File: src/hw/rtl/sss_pkg.sv
// Shared types and constants of the stepper step sequencer.
// No dependencies; every other file of the block imports this package.
package sss_pkg;

  localparam int unsigned POS_W      = 5;
  localparam int unsigned DUTY_W     = 12;
  localparam int unsigned CURVE_W    = 8;
  localparam int unsigned CURVE_N    = 8;
  localparam int unsigned CFG_DATA_W = CURVE_W * CURVE_N;
  localparam int unsigned CFG_IDX_W  = 1;
  localparam int unsigned COIL_W     = 4;

  localparam logic CMD_STEP    = 1'b0;
  localparam logic CMD_RELEASE = 1'b1;

  localparam logic [1:0] STYLE_SINGLE     = 2'd0;
  localparam logic [1:0] STYLE_DOUBLE     = 2'd1;
  localparam logic [1:0] STYLE_INTERLEAVE = 2'd2;
  localparam logic [1:0] STYLE_MICROSTEP  = 2'd3;

  localparam logic [CFG_IDX_W-1:0] CFG_CURVE_LOW = 1'b0;
  localparam logic [CFG_IDX_W-1:0] CFG_CURVE_TOP = 1'b1;

  localparam logic [CURVE_W-1:0] CURVE_TOP_RST = 8'd255;
  localparam logic [DUTY_W-1:0]  FULL_DUTY     = 12'd4080;

  typedef logic [COIL_W-1:0] coil_t;

  // Half-step coil sequence: A, AB, B, BC, C, CD, D, DA
  localparam coil_t COIL_TABLE [8] = '{4'h1, 4'h3, 4'h2, 4'h6, 4'h4, 4'hC, 4'h8, 4'h9};

  typedef struct packed {
    logic [POS_W-1:0] pos;
    logic             micro;
  } sss_step_t;

  // Quotient of value by a constant divisor: count of multiples 1..n not above value.
  function automatic logic [POS_W-1:0] count_multiples(logic [POS_W-1:0] value,
                                                       int unsigned divisor,
                                                       int unsigned n);
    logic [POS_W-1:0] cnt;
    cnt = '0;
    for (int unsigned k = 1; k <= n; k++) begin
      if (value >= POS_W'(k * divisor)) begin
        cnt = POS_W'(k);
      end
    end
    return cnt;
  endfunction

endpackage

File: src/hw/rtl/sss_if.sv
// Handshake channels of the stepper step sequencer: command words in, result words out.
// Depends on sss_pkg for field widths.
interface sss_cmd_if import sss_pkg::*; ();
  logic       valid;
  logic       ready;
  logic       command;
  logic       direction;
  logic [1:0] style;

  modport source (output valid, command, direction, style, input ready);
  modport sink   (input valid, command, direction, style, output ready);
endinterface

interface sss_res_if import sss_pkg::*; ();
  logic              valid;
  logic              ready;
  logic [POS_W-1:0]  position;
  logic [DUTY_W-1:0] duty_a;
  logic [DUTY_W-1:0] duty_b;
  logic              duty_written;
  logic              drive_a_in2;
  logic              drive_b_in1;
  logic              drive_a_in1;
  logic              drive_b_in2;

  modport source (output valid, position, duty_a, duty_b, duty_written,
                  drive_a_in2, drive_b_in1, drive_a_in1, drive_b_in2, input ready);
  modport sink   (input valid, position, duty_a, duty_b, duty_written,
                  drive_a_in2, drive_b_in1, drive_a_in1, drive_b_in2, output ready);
endinterface

File: src/hw/rtl/sss_step_calc.sv
// Next rotor position for one step command: step size by style, wrap over one cycle.
// Depends on sss_pkg.
module sss_step_calc import sss_pkg::*; #(
  parameter int unsigned MICROSTEPS = 8
) (
  input  logic [POS_W-1:0] pos_i,
  input  logic             direction_i,
  input  logic [1:0]       style_i,
  output sss_step_t        step_o
);

  localparam int unsigned HALF   = MICROSTEPS / 2;
  localparam int unsigned CYCLE  = 4 * MICROSTEPS;
  localparam int unsigned HIDX_N = (CYCLE - 1) / HALF;
  localparam int unsigned SIZE_W = $clog2(MICROSTEPS + 1);

  logic [POS_W-1:0]  hidx;
  logic [SIZE_W-1:0] size;
  logic [POS_W:0]    fwd;
  logic [POS_W:0]    nxt;

  assign hidx = count_multiples(pos_i, HALF, HIDX_N);

  always_comb begin
    case (style_i)
      STYLE_SINGLE:     size = hidx[0] ? SIZE_W'(HALF) : SIZE_W'(MICROSTEPS);
      STYLE_DOUBLE:     size = hidx[0] ? SIZE_W'(MICROSTEPS) : SIZE_W'(HALF);
      STYLE_INTERLEAVE: size = SIZE_W'(HALF);
      default:          size = SIZE_W'(1);
    endcase
  end

  // Wrap with one compare and subtract or add of the cycle length
  always_comb begin
    fwd = {1'b0, pos_i} + (POS_W+1)'(size);
    if (direction_i) begin
      if ({1'b0, pos_i} >= (POS_W+1)'(size)) begin
        nxt = {1'b0, pos_i} - (POS_W+1)'(size);
      end else begin
        nxt = {1'b0, pos_i} + (POS_W+1)'(CYCLE) - (POS_W+1)'(size);
      end
    end else begin
      if (fwd >= (POS_W+1)'(CYCLE)) begin
        nxt = fwd - (POS_W+1)'(CYCLE);
      end else begin
        nxt = fwd;
      end
    end
  end

  assign step_o.pos   = nxt[POS_W-1:0];
  assign step_o.micro = (style_i == STYLE_MICROSTEP);

endmodule

File: src/hw/rtl/sss_drive_map.sv
// Bridge duties and coil pattern for a new rotor position.
// Depends on sss_pkg (coil table, widths).
module sss_drive_map import sss_pkg::*; #(
  parameter int unsigned MICROSTEPS = 8
) (
  input  sss_step_t             step_i,
  input  logic [CFG_DATA_W-1:0] curve_low_i,
  input  logic [CURVE_W-1:0]    curve_top_i,
  output logic [DUTY_W-1:0]     duty_a_o,
  output logic [DUTY_W-1:0]     duty_b_o,
  output coil_t                 coils_o
);

  localparam int unsigned HALF   = MICROSTEPS / 2;
  localparam int unsigned CYCLE  = 4 * MICROSTEPS;
  localparam int unsigned HIDX_N = (CYCLE - 1) / HALF;
  localparam int unsigned IDX_W  = $clog2(MICROSTEPS + 1);

  logic [CURVE_W-1:0] curve_byte [CURVE_N];
  logic [POS_W-1:0]   quad_full;
  logic [1:0]         quad;
  logic [POS_W-1:0]   rem_full;
  logic [IDX_W-1:0]   idx_r;
  logic [IDX_W-1:0]   idx_m;
  logic [CURVE_W-1:0] val_r;
  logic [CURVE_W-1:0] val_m;
  logic [POS_W-1:0]   hidx;

  for (genvar i = 0; i < CURVE_N; i++) begin : g_byte
    assign curve_byte[i] = curve_low_i[CURVE_W*i +: CURVE_W];
  end

  function automatic logic [CURVE_W-1:0] curve_at(logic [IDX_W-1:0] idx);
    logic [2:0] sel;
    sel = 3'(idx);
    if (idx >= IDX_W'(MICROSTEPS)) begin
      return curve_top_i;
    end
    return curve_byte[sel];
  endfunction

  assign quad_full = count_multiples(step_i.pos, MICROSTEPS, 3);
  assign quad      = quad_full[1:0];
  assign rem_full  = step_i.pos - POS_W'(MICROSTEPS * quad);
  assign idx_r     = rem_full[IDX_W-1:0];
  assign idx_m     = IDX_W'(MICROSTEPS) - idx_r;
  assign val_r     = curve_at(idx_r);
  assign val_m     = curve_at(idx_m);
  assign hidx      = count_multiples(step_i.pos, HALF, HIDX_N);

  always_comb begin
    if (step_i.micro) begin
      // Even quadrant: A falls from full scale while B rises; odd swaps them
      if (!quad[0]) begin
        duty_a_o = {val_m, 4'b0};
        duty_b_o = {val_r, 4'b0};
      end else begin
        duty_a_o = {val_r, 4'b0};
        duty_b_o = {val_m, 4'b0};
      end
      coils_o = COIL_TABLE[{quad, 1'b1}];
    end else begin
      duty_a_o = FULL_DUTY;
      duty_b_o = FULL_DUTY;
      coils_o  = COIL_TABLE[hidx[2:0]];
    end
  end

endmodule

File: src/hw/rtl/stepper_step_sequencer_unit.sv
// Top level of the stepper step sequencer: command register, position state, result register.
// Depends on sss_pkg, sss_if, sss_step_calc and sss_drive_map.

// Takes one command word per clock and returns one result word for each, in order.
// A word passes an input register and then a result register before its result is
// offered; with the result side ready the block sustains one word every cycle.
// A step moves the rotor position (modulo 4*MICROSTEPS) and reports the new position,
// both bridge duties and the coil bits; a release zeroes duties and coils and keeps
// the position. Write curve registers only while no command is in flight.
module stepper_step_sequencer_unit import sss_pkg::*; #(
  parameter int unsigned MICROSTEPS = 8
) (
  input  logic                  clk_i,
  input  logic                  rst_ni,
  input  logic                  cfg_we_i,
  input  logic [CFG_IDX_W-1:0]  cfg_idx_i,
  input  logic [CFG_DATA_W-1:0] cfg_data_i,
  sss_cmd_if.sink               cmd_i,
  sss_res_if.source             res_o
);

  localparam int unsigned CYCLE = 4 * MICROSTEPS;

  logic [CFG_DATA_W-1:0] curve_low_q;
  logic [CURVE_W-1:0]    curve_top_q;
  logic [POS_W-1:0]      pos_q, pos_d;

  logic       s1_valid_q;
  logic       s1_cmd_q;
  logic       s1_dir_q;
  logic [1:0] s1_style_q;

  logic       out_valid_q;
  logic       out_en;
  logic       in_en;

  sss_step_t         step;
  logic [DUTY_W-1:0] duty_a, duty_b;
  coil_t             coils;

  logic [POS_W-1:0]  position_q;
  logic [DUTY_W-1:0] duty_a_q, duty_b_q;
  logic              written_q;
  coil_t             coils_q;

  // Configuration writes
  always_ff @(posedge clk_i or negedge rst_ni) begin
    if (!rst_ni) begin
      curve_low_q <= '0;
      curve_top_q <= CURVE_TOP_RST;
    end else if (cfg_we_i) begin
      unique case (cfg_idx_i)
        CFG_CURVE_LOW: curve_low_q <= cfg_data_i;
        CFG_CURVE_TOP: curve_top_q <= cfg_data_i[CURVE_W-1:0];
        default: ;
      endcase
    end
  end

  // Advance the result register when it is empty or being drained
  assign out_en      = s1_valid_q && (!out_valid_q || res_o.ready);
  assign in_en       = cmd_i.valid && cmd_i.ready;
  assign cmd_i.ready = !s1_valid_q || out_en;

  always_ff @(posedge clk_i or negedge rst_ni) begin
    if (!rst_ni) begin
      s1_valid_q <= 1'b0;
    end else if (cmd_i.ready) begin
      s1_valid_q <= cmd_i.valid;
    end
  end

  always_ff @(posedge clk_i) begin
    if (in_en) begin
      s1_cmd_q   <= cmd_i.command;
      s1_dir_q   <= cmd_i.direction;
      s1_style_q <= cmd_i.style;
    end
  end

  sss_step_calc #(.MICROSTEPS(MICROSTEPS)) u_calc (
    .pos_i       (pos_q),
    .direction_i (s1_dir_q),
    .style_i     (s1_style_q),
    .step_o      (step)
  );

  sss_drive_map #(.MICROSTEPS(MICROSTEPS)) u_map (
    .step_i      (step),
    .curve_low_i (curve_low_q),
    .curve_top_i (curve_top_q),
    .duty_a_o    (duty_a),
    .duty_b_o    (duty_b),
    .coils_o     (coils)
  );

  // Hold the position on release
  assign pos_d = (out_en && s1_cmd_q == CMD_STEP) ? step.pos : pos_q;

  always_ff @(posedge clk_i or negedge rst_ni) begin
    if (!rst_ni) begin
      pos_q       <= '0;
      out_valid_q <= 1'b0;
    end else begin
      pos_q <= pos_d;
      if (out_en) begin
        out_valid_q <= 1'b1;
      end else if (res_o.ready) begin
        out_valid_q <= 1'b0;
      end
    end
  end

  always_ff @(posedge clk_i) begin
    if (out_en) begin
      if (s1_cmd_q == CMD_RELEASE) begin
        position_q <= pos_q;
        duty_a_q   <= '0;
        duty_b_q   <= '0;
        written_q  <= 1'b0;
        coils_q    <= '0;
      end else begin
        position_q <= step.pos;
        duty_a_q   <= duty_a;
        duty_b_q   <= duty_b;
        written_q  <= 1'b1;
        coils_q    <= coils;
      end
    end
  end

  assign res_o.valid        = out_valid_q;
  assign res_o.position     = position_q;
  assign res_o.duty_a       = duty_a_q;
  assign res_o.duty_b       = duty_b_q;
  assign res_o.duty_written = written_q;
  assign res_o.drive_a_in2  = coils_q[0];
  assign res_o.drive_b_in1  = coils_q[1];
  assign res_o.drive_a_in1  = coils_q[2];
  assign res_o.drive_b_in2  = coils_q[3];

`ifndef SYNTH
  a_pos_in_cycle: assert property (@(posedge clk_i) disable iff (!rst_ni)
    {1'b0, pos_q} < (POS_W+1)'(CYCLE))
    else $error("rotor position outside one electrical cycle");

  a_release_holds_pos: assert property (@(posedge clk_i) disable iff (!rst_ni)
    out_en && s1_cmd_q == CMD_RELEASE |=> $stable(pos_q))
    else $error("release moved the rotor position");

  a_release_quiet: assert property (@(posedge clk_i) disable iff (!rst_ni)
    out_valid_q && !written_q |-> coils_q == '0 && duty_a_q == '0 && duty_b_q == '0)
    else $error("release result drives a coil or duty");

  a_step_coils: assert property (@(posedge clk_i) disable iff (!rst_ni)
    out_valid_q && written_q |-> $countones(coils_q) == 1 || $countones(coils_q) == 2)
    else $error("step result has an invalid coil pattern");

  a_result_pos: assert property (@(posedge clk_i) disable iff (!rst_ni)
    out_en |=> position_q == pos_q)
    else $error("reported position differs from rotor state");
`endif

endmodule
File: src/flat_wrapper.sv
// flat-port wrapper written by rule: the top's interface ports become plain ports
module stepper_step_sequencer_unit_flat import sss_pkg::*;
#(
  parameter int unsigned MICROSTEPS = 8
)
  (clk_i, rst_ni, cfg_we_i, cfg_idx_i, cfg_data_i, cmd_i_valid, cmd_i_command, cmd_i_direction, cmd_i_style, cmd_i_ready, res_o_valid, res_o_position, res_o_duty_a, res_o_duty_b, res_o_duty_written, res_o_drive_a_in2, res_o_drive_b_in1, res_o_drive_a_in1, res_o_drive_b_in2, res_o_ready);
  sss_cmd_if cmd_i_i ();
  sss_res_if res_o_i ();
  input  logic clk_i;
  input  logic rst_ni;
  input  logic cfg_we_i;
  input  logic [CFG_IDX_W-1:0] cfg_idx_i;
  input  logic [CFG_DATA_W-1:0] cfg_data_i;
  input wire logic [$bits(cmd_i_i.valid)-1:0] cmd_i_valid;
  input wire logic [$bits(cmd_i_i.command)-1:0] cmd_i_command;
  input wire logic [$bits(cmd_i_i.direction)-1:0] cmd_i_direction;
  input wire logic [$bits(cmd_i_i.style)-1:0] cmd_i_style;
  output wire logic [$bits(cmd_i_i.ready)-1:0] cmd_i_ready;
  output wire logic [$bits(res_o_i.valid)-1:0] res_o_valid;
  output wire logic [$bits(res_o_i.position)-1:0] res_o_position;
  output wire logic [$bits(res_o_i.duty_a)-1:0] res_o_duty_a;
  output wire logic [$bits(res_o_i.duty_b)-1:0] res_o_duty_b;
  output wire logic [$bits(res_o_i.duty_written)-1:0] res_o_duty_written;
  output wire logic [$bits(res_o_i.drive_a_in2)-1:0] res_o_drive_a_in2;
  output wire logic [$bits(res_o_i.drive_b_in1)-1:0] res_o_drive_b_in1;
  output wire logic [$bits(res_o_i.drive_a_in1)-1:0] res_o_drive_a_in1;
  output wire logic [$bits(res_o_i.drive_b_in2)-1:0] res_o_drive_b_in2;
  input wire logic [$bits(res_o_i.ready)-1:0] res_o_ready;
  assign cmd_i_i.valid = cmd_i_valid;
  assign cmd_i_i.command = cmd_i_command;
  assign cmd_i_i.direction = cmd_i_direction;
  assign cmd_i_i.style = cmd_i_style;
  assign cmd_i_ready = cmd_i_i.ready;
  assign res_o_valid = res_o_i.valid;
  assign res_o_position = res_o_i.position;
  assign res_o_duty_a = res_o_i.duty_a;
  assign res_o_duty_b = res_o_i.duty_b;
  assign res_o_duty_written = res_o_i.duty_written;
  assign res_o_drive_a_in2 = res_o_i.drive_a_in2;
  assign res_o_drive_b_in1 = res_o_i.drive_b_in1;
  assign res_o_drive_a_in1 = res_o_i.drive_a_in1;
  assign res_o_drive_b_in2 = res_o_i.drive_b_in2;
  assign res_o_i.ready = res_o_ready;
  stepper_step_sequencer_unit #(.MICROSTEPS(MICROSTEPS)) u_core (.clk_i(clk_i), .rst_ni(rst_ni), .cfg_we_i(cfg_we_i), .cfg_idx_i(cfg_idx_i), .cfg_data_i(cfg_data_i), .cmd_i(cmd_i_i), .res_o(res_o_i));
endmodule
File: config.mk
export PLATFORM = sky130hd
export DESIGN_NAME = stepper_step_sequencer_unit_flat
export DESIGN_NICKNAME = d
export VERILOG_FILES = /design/src/hw/rtl/sss_pkg.sv /design/src/hw/rtl/sss_if.sv /design/src/hw/rtl/sss_step_calc.sv /design/src/hw/rtl/sss_drive_map.sv /design/src/hw/rtl/stepper_step_sequencer_unit.sv /design/src/flat_wrapper.sv
export SDC_FILE = /design/constraint.sdc
export NUM_CORES = 1
export LEC_CHECK = 0
export BUFFER_PORTS_ARGS = -buffer_cell sky130_fd_sc_hd__buf_2
export CAP_MARGIN = 20
export CORE_MARGIN = 1.5
export CORE_UTILIZATION = 56
export DETAILED_ROUTE_END_ITERATION = 8
export PLACE_DENSITY_LB_ADDON = 0.1
export SETUP_SLACK_MARGIN = 0.02
export SLEW_MARGIN = 25
export SYNTH_ARGS = -nofsm -noshare
export SYNTH_HDL_FRONTEND = slang
export SYNTH_SLANG_ARGS = --single-unit
File: constraint.sdc
create_clock -name clk_i -period 4.5 [get_ports clk_i]
set_clock_uncertainty 0.1 [all_clocks]
set_input_delay 0.225 -clock clk_i [delete_from_list [all_inputs] [get_ports clk_i]]
set_output_delay 0.225 -clock clk_i [all_outputs]
set_load 0.03 [all_outputs]
==> run_results.csv, run 1 <==
group,metric,value,unit
floorplan,row_count,36,
global_route,antenna_found_initial,0,
finish,fin_cells,704,
yosys,avgSynthCellArea,14.0,sq um
power,total_power,4.07,mW
placement,gp_congestion,0.846,
yosys,ys_types,43,
power,p_per_area,564,mW/mm^2
min_path,min_to,"u_core.curve_low_q[0]",
timing,fin_setup_tns,0,ns
worst_setup_path,cp_max_fo,21,
floorplan,dieArea,0.0109,sq mm
timing,min_period_over_period,0.820,
floorplan,start_util,0.583,
timing,rsz0062_at_grt,"false",
yosys,post-synth-top-area-cell,"dfrtp_1",
yosys,seq_area_frac_synth,0.500,
finish,drive_above_1_share,0.401,
placement,numPortBuffers,101,
timing,period_minus_slack,3.69,ns
drt,drt-initial-drc-count,211,
cts,clk_latency,0.38,ns
power,ir_worst_vdd,0.331,mV
cts,cts_tree,"done",
yosys,synth.top_cell.area_share,0.308,
worst_setup_path,crit_arrival,3.67,ns
min_path,hold_class,"in2reg",
min_path,hp-start,"cfg_data_i[0]",
timing,slew_viol_final,0,
cts,cts_sinks,109,
drt,firstDrtPassIters,4,
timing,finalSetupViolCount,0,
drt,drc,0,
yosys,synth_edf_count,30,
worst_setup_path,r2r_start,"u_core.s1_style_q[0]",
cts,cts_setup_buffers,0,
timing,hold_viol_final,0,
yosys,synth-seq-cells,109,
floorplan,core,0.00991,sq mm
cts,cts_buffers,9,
timing,holdWs,0.0372,ns
power,leakage,3.04,nW
worst_setup_path,required,4.48,ns
drt,routedWlPerCell,19.0,um
global_route,grt_max_degree,80,
job,drv_cap,0,
yosys,ys.flop_type,"dfrtp_1",
floorplan,die_w,105,um
floorplan,die_y,105,um
timing,worst_pin_slew,0.906,ns
timing,max_slew_margin,0.394,
timing,max_freq,271,MHz
finish,layout.nets,649,
placement,post-place-cells,620,
worst_setup_path,rrSetupSlack,0.81,ns
drt,vias,4041,
drt,totalWireLength,13400,um
worst_setup_path,r2r-end,"u_core.res_o.duty_b[10]",
cts,cts-htree-levels,3,
worst_setup_path,ff2ff_path_depth,12,
placement,dp_hpwl,9100,um
yosys,syn_inst,412,
global_route,grt_pass1_wl,21800,um
yosys,synth_warnings,0,
min_path,hold_path_depth,2,
cts,ctsRootBufferMaster,"clkbuf_8",
run_status,status,"finished clean",
yosys,async_flop_share,0.725,
global_route,grt_pass1_vias,4180,
yosys,synth.top_cells.by_area,"dfrtp_1, edfxtp_1, mux2_2",
yosys,synthesis.area,0.00578,sq mm
drt,ant_nets,0,
worst_setup_path,endpoint_kind,"flop",
finish,syn2layout_area_growth,24.9,%
global_route,track_usage,0.259,
finish,diodes,0,
worst_setup_path,crit_path_start_kind,"flop",
drt,detail_route.vias_per_cell,5.74,
worst_setup_path,critPathKind,"reg2reg",
floorplan,pin_count,110,
cts,clockBufferDepth,2,
global_route,overflow,0,
cts,clk_pin_slew_worst_paths,0.10,ns
## kinds of logic (layout without fill, tap and decap cells)
group	Yosys count	in the layout	synth area share
compound gates	69	69	0.0886
xor+xnor	4	4	0.0106
fa+ha+maj	9	9	0.0195
buf+inv	46	198	0.0418
flops	109	109	0.500
mux	133	133	0.304
other cells	1	8	0.000649
simple gates	41	41	0.0347
## stage by stage
step                setup WS, ns  area, sq um  utilization
global placement           0.902         6320        0.638
floorplan                   1.06         5800            -
finish                     0.810         7210        0.728
global route               0.611         7210        0.728
detailed placement         0.871         6320        0.638
CTS                        0.848         7210        0.727
## final cells by class
type | instances | area (sq um)
Timing Repair Buffer | 173 | 1220
Tap cell | 133 | 166
Inverter | 9 | 33.8
Sequential cell | 109 | 2890
Fill cell | 682 | 2700
Clock buffer | 10 | 138
Clock inverter | 6 | 68.8
Multi-Input combinational cell | 264 | 2700
## cell usage in the layout, fill, tap and decap left out, types with 2 or more instances in the layout
master and instances:
a211oi_1 8, a21o_1 3, a21oi_1 8, a221oi_1 16, and2_1 2, buf_2 100
buf_4 4, clkbuf_8 10, conb_1 8, dfrtp_1 71, dfstp_2 8, dlygate4sd3_1 68
edfxtp_1 30, ha_1 8, inv_1 9, mux2_2 73, mux2i_1 35, mux4_1 6
mux4_2 18, nand2_1 8, nand2b_1 6, nand3_1 4, nand3b_1 2, nor2_1 12
o21ai_0 5, o21ai_1 8, o221ai_1 8, o22a_1 8
## cells in the mapped netlist (9+ instances only)
| master | number |
|---|---|
| edfxtp_1 | 30 |
| ha_1 | 9 |
| buf_4 | 9 |
| mux2_2 | 73 |
| inv_1 | 9 |
| dfrtp_1 | 71 |
| buf_2 | 9 |
| mux4_2 | 18 |
| clkbuf_1 | 15 |
| nor2_1 | 13 |
| mux2i_1 | 35 |
| a221oi_1 | 16 |
## power by group
group | switching [mW] | leakage (nW) | internal, mW
logic | 1.11 | 1.73 | 0.976
clock network | 0.333 | 0.105 | 0.278
registers | 0.141 | 1.20 | 1.23
total | 1.58 | 3.04 | 2.49
## worst max-delay path by stage
stage | from | endpoint | slack, ns | cells after the start
floorplan | u_core.s1_style_q[0] | u_core.res_o.duty_b[10] | 1.06 | 14
global placement | u_core.s1_style_q[0] | u_core.res_o.duty_b[10] | 0.90 | 12
detailed placement | u_core.s1_style_q[0] | u_core.res_o.duty_b[9] | 0.87 | 12
CTS | u_core.s1_style_q[0] | u_core.res_o.duty_b[9] | 0.85 | 12
global route | u_core.s1_style_q[0] | u_core.res_o.duty_a[7] | 0.61 | 12
finish | u_core.s1_style_q[0] | u_core.res_o.duty_b[10] | 0.81 | 12
## timing repair
action                                 in CTS  in global routing
resized for setup                           0                  0
hold buffers                               68                  0
setup endpoints to repair                   0                  0
endpoints found under the hold margin     144                  0
## per-layer routing
metal,part of all wire,GRT usage
met5,0,0
met4,0.013,0.0675
met3,0.047,0.0468
met2,0.49,0.425
met1,0.45,0.358
## critical path: stages (launching register included)
cell and delay (ns):
edfxtp_1 0.41, nand2_1 0.14, inv_1 0.12, ha_4 0.18, ha_1 0.28, nand2_1 0.06
o21ai_1 0.06, buf_4 0.22, ha_1 0.76, mux4_2 0.45, o22a_1 0.23, o221ai_1 0.24
a221oi_1 0.14
## flip-flops by register name (all words and copies together), names as in the netlist
name                       flops
u_core.curve_low_q            64
u_core.curve_top_q             8
u_core.res_o.duty_a            8
u_core.res_o.duty_b            8
u_core.pos_q                   5
u_core.res_o.position          5
u_core.coils_q                 4
u_core.s1_style_q              2
u_core.res_o.duty_written      1
u_core.res_o.valid             1
u_core.s1_cmd_q                1
u_core.s1_dir_q                1
u_core.s1_valid_q              1
Power figures use the tool's default switching activity.
==> run 2: changes to the inputs <==
Settings changed: CORE_UTILIZATION 56 to 50.
Clock period 4.5 ns to 3.2 ns, I/O delays scaled along.
==> run_results.csv, run 2 (synthesis gave the netlist of run 1 again) <==
group,metric,value,unit
cts,cts-htree-levels,3,
finish,final_common_cell,"buf_2",
timing,max_freq,320,MHz
drt,drc,0,
global_route,busiest_layer,"met2",
power,power_frac_clock,0.178,
timing,finalSetupViolCount,0,
global_route,overflow,0,
power,intPower,4.02,mW
worst_setup_path,r2r_start,"u_core.s1_style_q[1]",
placement,gp_congestion,0.877,
global_route,grt_use_met3,0.0362,
power,combPwrFrac,0.526,
floorplan,core,0.0113,sq mm
worst_setup_path,crit_path_start_kind,"flop",
finish,fillerInstances,835,
drt,detail_route.vias_per_cell,5.62,
floorplan,die_y,110,um
finish,syn2layout_area_growth,31.3,%
min_path,hp-start,"res_o_ready",
worst_setup_path,crit_path_start,"u_core.s1_style_q[1]",
power,swShare,0.381,
cts,cts_tree,"done",
finish,layout.nets,659,
drt,routedWlPerCell,18.6,um
timing,worst_pin_slew,0.915,ns
timing,max_slew_margin,0.390,
worst_setup_path,max_stage_delay,0.40,ns
drt,totalWireLength,13500,um
timing,period_minus_slack,3.12,ns
run_status,status,"finished clean",
finish,drive_above_1_share,0.439,
cts,clk_pin_slew_worst_paths,0.07,ns
power,leakage,3.19,nW
job,drv_cap,0,
cts,clockBufferDepth,2,
cts,clk_latency,0.35,ns
worst_setup_path,crit_arrival,3.07,ns
finish,diodes,0,
worst_setup_path,required,3.15,ns
floorplan,start_util,0.510,
floorplan,die_w,110,um
power,total_power,6.50,mW
placement,post-place-cells,637,
worst_setup_path,critPathKind,"reg2reg",
global_route,grt_pass1_wl,22200,um
global_route,grt.met2_usage,0.395,
placement,dp_hpwl,9110,um
min_path,hold_class,"in2reg",
finish,fin_util,0.670,
worst_setup_path,rrSetupSlack,0.08,ns
global_route,grt_pass1_vias,4122,
finish,fin_cells,724,
min_path,min_to,"u_core.res_o.valid",
power,ir_worst_vdd,0.631,mV
worst_setup_path,slowest_stage,"edfxtp_1",
finish,regMostFlops,"u_core.curve_low_q",
global_route,grtUsageMet1,0.306,
power,seqPwrFrac,0.296,
floorplan,dieArea,0.0122,sq mm
worst_setup_path,critPathMostFrequentCell,"ha_1",
worst_setup_path,cp_max_fo,16,
timing,holdWs,0.0126,ns
global_route,track_usage,0.234,
power,p_sw,2.48,mW
drt,firstDrtPassIters,4,
timing,fin_setup_tns,0,ns
floorplan,pin_count,110,
global_route,grt_max_degree,80,
timing,slew_viol_final,0,
timing,min_period_over_period,0.975,
floorplan,row_count,39,
drt,ant_nets,0,
worst_setup_path,path_cells,"nand2_2, inv_1, ha_1, ha_1, o21ai_2, ha_4, buf_12, mux4_2, o22a_1, o221ai_2, a221oi_1",
drt,drt-initial-drc-count,195,
placement,numPortBuffers,101,
drt,vias,4068,
min_path,hold_path_depth,3,
timing,hold_viol_final,0,
worst_setup_path,r2r-end,"u_core.res_o.duty_a[11]",
finish,most-common-layout-cells,"buf_2, mux2_2, dfrtp_1, dlygate4sd3_1, mux2i_1",
worst_setup_path,ff2ff_path_depth,11,
finish,largest_reg_flops,64,
cts,ctsRootBufferMaster,"clkbuf_16",
cts,cts_sinks,109,
global_route,antenna_found_initial,0,
power,p_per_area,858,mW/mm^2
cts,cts_buffers,9,
worst_setup_path,endpoint_kind,"flop",
[run 2: cell count changes in the layout (fill, tap and decap cells not counted), moves of 4 or more]
cell and change:
clkbuf_16 +11, clkbuf_8 -8, o221ai_1 -7, o221ai_2 +7, a221oi_1 -6, a221oi_2 +6, buf_12 +4, buf_4 +4
[run 2: what timing repair did]
| action | CTS | global route |
|---|---|---|
| setup buffers | 0 | 1 |
| hold buffers | 70 | 0 |
| gates resized for setup | 3 | 18 |
| endpoints found under the hold margin | 148 | 0 |
| endpoints found under the setup margin | 6 | 16 |
| pin swaps | 0 | 1 |
[run 2: through the flow]
step                instance area, sq um  worst slack, ns
detailed placement                  6430           0.0164
global placement                    6430           0.0395
CTS                                 7470           0.0221
global route                        7580         -0.00384
floorplan                           5810           0.0309
finish                              7580           0.0795
[run 2: per-layer routing]
| layer | vias up | share of wire |
|---|---|---|
| met2 | 110 | 0.50 |
| met1 | 2030 | 0.43 |
| li1 | 1912 | - |
| met3 | 16 | 0.043 |
| met4 | 0 | 0.018 |
| met5 | - | 0 |
[run 2: critical path: cells and delay by family (launching register included)]
kind | cells | cell delay [ns]
adder cells (fa/ha/maj) | 3 | 0.79
AND/OR/NAND/NOR | 1 | 0.11
flip-flops | 1 | 0.40
AO/OA/AOI/OAI | 4 | 0.81
multiplexers | 1 | 0.34
buffers and inverters | 2 | 0.26
[run 2: how the worst max path moves through the flow]
stage                     slack, ns                      end  cells past startpoint
after floorplan                0.03  u_core.res_o.duty_b[10]                     14
after global placement         0.04  u_core.res_o.duty_a[11]                     11
after detailed placement       0.02   u_core.res_o.duty_b[4]                     11
after CTS                      0.02  u_core.res_o.duty_b[10]                     11
after global routing         -0.004   u_core.res_o.duty_b[4]                     11
final                          0.08  u_core.res_o.duty_a[11]                     11
[run 2: final cells by class]
type                       count  area [sq um]  area share
inverter                       9          33.8     0.00445
multi-input combinational    264          2820       0.371
clock buffer                  14           307      0.0404
tap                          143           179      0.0236
clock inverter                 2          10.0     0.00132
timing repair buffer         183          1350       0.178
sequential                   109          2890       0.381
[run 2: power by group through the flow]
stage	registers (mW)	logic, mW	clock network (mW)
after detailed placement	1.95	3.09	0
final	1.93	3.42	1.16
after global routing	1.96	3.67	1.22
after CTS	1.93	3.22	1.18
after floorplan	2.03	2.20	0
after global placement	1.94	3.05	0
==> run 3: changes to the inputs <==
Settings changed: GPL_TIMING_DRIVEN set to 0.
==> run_results.csv, run 3 (synthesis gave the netlist of run 1 again) <==
group,metric,value,unit
cts,clockBufferDepth,2,
worst_setup_path,ff2ff_path_depth,12,
floorplan,start_util,0.510,
global_route,track_usage,0.258,
global_route,overflow,0,
worst_setup_path,cp_max_fo,5,
run_status,status,"finished clean",
placement,placed_area,0.00653,sq mm
worst_setup_path,endpoint_kind,"flop",
drt,firstDrtPassIters,4,
timing,fin_setup_tns,0,ns
cts,cts_tree,"done",
worst_setup_path,required,3.18,ns
global_route,antenna_found_initial,0,
cts,cts_sinks,109,
cts,ctsRootBufferMaster,"clkbuf_16",
worst_setup_path,crit_buf_inv,3,
drt,ant_nets,0,
power,total_power,7.18,mW
finish,final_common_cell,"buf_2",
floorplan,core,0.0113,sq mm
placement,dp_slack,-0.468,ns
worst_setup_path,crit_path_start_kind,"flop",
timing,max_slew_margin,0.514,
floorplan,die_y,110,um
floorplan,pin_count,110,
timing,hold_viol_final,0,
drt,drc,0,
min_path,min_to,"u_core.res_o.valid",
placement,dp_hpwl,10300,um
cts,cts-htree-levels,3,
global_route,grt_pass1_vias,4521,
timing,max_freq,324,MHz
drt,routedWlPerCell,19.6,um
worst_setup_path,critPathKind,"reg2reg",
timing,slew_viol_final,0,
worst_setup_path,r2r_start,"u_core.s1_style_q[1]",
timing,finalSetupViolCount,0,
job,drv_cap,0,
timing,worst_pin_slew,0.729,ns
power,p_per_area,901,mW/mm^2
worst_setup_path,rrSetupSlack,0.12,ns
finish,syn2layout_area_growth,37.9,%
power,leakage,3.36,nW
min_path,hold_path_depth,3,
timing,min_period_over_period,0.963,
finish,final_cell_area,0.00797,sq mm
worst_setup_path,path_cells,"nand2_2, inv_4, ha_2, ha_4, o21ai_2, ha_4, buf_4, buf_8, mux4_2, o22a_1, o221ai_2, a221oi_2",
cts,cts_buffers,9,
worst_setup_path,slowest_stage,"edfxtp_1",
timing,period_minus_slack,3.08,ns
cts,clk_pin_slew_worst_paths,0.07,ns
drt,drt-initial-drc-count,221,
finish,drive_above_1_share,0.482,
min_path,hold_class,"in2reg",
timing,holdWs,0.00948,ns
power,ir_worst_vdd,0.529,mV
min_path,hp-start,"res_o_ready",
global_route,grt_pass1_wl,24300,um
finish,largest_reg_flops,64,
timing,rsz0062_at_grt,"false",
finish,regMostFlops,"u_core.curve_low_q",
finish,diodes,0,
worst_setup_path,critPathMostFrequentCell,"ha_4",
worst_setup_path,crit_path_start,"u_core.s1_style_q[1]",
placement,numPortBuffers,101,
floorplan,die_w,110,um
drt,vias,4353,
drt,totalWireLength,15000,um
drt,detail_route.vias_per_cell,5.69,
timing,fin_ws,0.117,ns
floorplan,dieArea,0.0122,sq mm
worst_setup_path,max_stage_delay,0.39,ns
finish,most-common-layout-cells,"buf_2, mux2_2, dfrtp_1, dlygate4sd3_1, mux2i_1",
placement,gp_congestion,0.865,
finish,layout.nets,700,
cts,clk_latency,0.36,ns
worst_setup_path,crit_arrival,3.06,ns
worst_setup_path,cp_top_family,"compound AO/OA/AOI/OAI gates",
floorplan,row_count,39,
global_route,grt_max_degree,50,
worst_setup_path,r2r-end,"u_core.res_o.duty_b[9]",
[run 3: cell count changes in the layout (fill, tap and decap cells not counted), moves of 3 or more]
cell and change:
ha_1 -3, a221oi_2 +6, clkbuf_1 +12, a221oi_1 -6
buf_4 +17, buf_6 +3, buf_2 +7
[run 3: what timing repair did]
action,CTS,global route
hold endpoints to repair,107,0
gates resized for setup,35,26
endpoints found under the setup margin,16,16
pin swaps,13,15
hold buffers,70,0
gates cloned,1,0
setup buffers,10,6
[run 3: through the flow]
stage,std cells,util
2_1_floorplan,419,-
3_3_place_gp,663,0.574
3_5_place_dp,664,0.576
4_1_cts,761,0.690
5_1_grt,765,0.704
6_report,765,0.704
[run 3: area by class of cell]
cell class / count / area (sq um)
repair buffers: 189 / 1410
clock inverters: 4 / 30.0
flip-flops and latches: 109 / 2890
multi-input cells: 264 / 2940
fillers: 795 / 3360
plain buffers: 35 / 224
clock buffers: 12 / 258
inverters: 9 / 36.3
well taps: 143 / 179
[run 3: how the worst max path moves through the flow]
stage	end	cells past startpoint
after floorplan	u_core.res_o.duty_b[10]	14
after CTS	u_core.res_o.duty_b[8]	14
after global placement	u_core.res_o.duty_b[9]	13
final	u_core.res_o.duty_b[9]	12
after global routing	u_core.res_o.duty_b[10]	13
after detailed placement	u_core.res_o.duty_b[9]	13
[run 3: tightest hold or removal path, stage by stage]
cell and delay [ns]:
buf_2 0.08, nand2b_1 0.12, nand2b_1 0.06
[run 3: routing by layer]
| metal | part of all wire | up-vias | global-route usage |
|---|---|---|---|
| li1 | - | 1982 | - |
| met2 | 0.53 | 123 | 0.456 |
| met5 | 0 | - | 0 |
| met3 | 0.042 | 13 | 0.0390 |
| met4 | 0.014 | 0 | 0.0821 |
| met1 | 0.42 | 2235 | 0.328 |
[run 3: power breakdown]
| part | switching (mW) | internal, mW |
|---|---|---|
| Sequential | 0.181 | 1.74 |
| Combinational | 2.15 | 2.02 |
| Clock | 0.517 | 0.578 |
| Total | 2.85 | 4.33 |
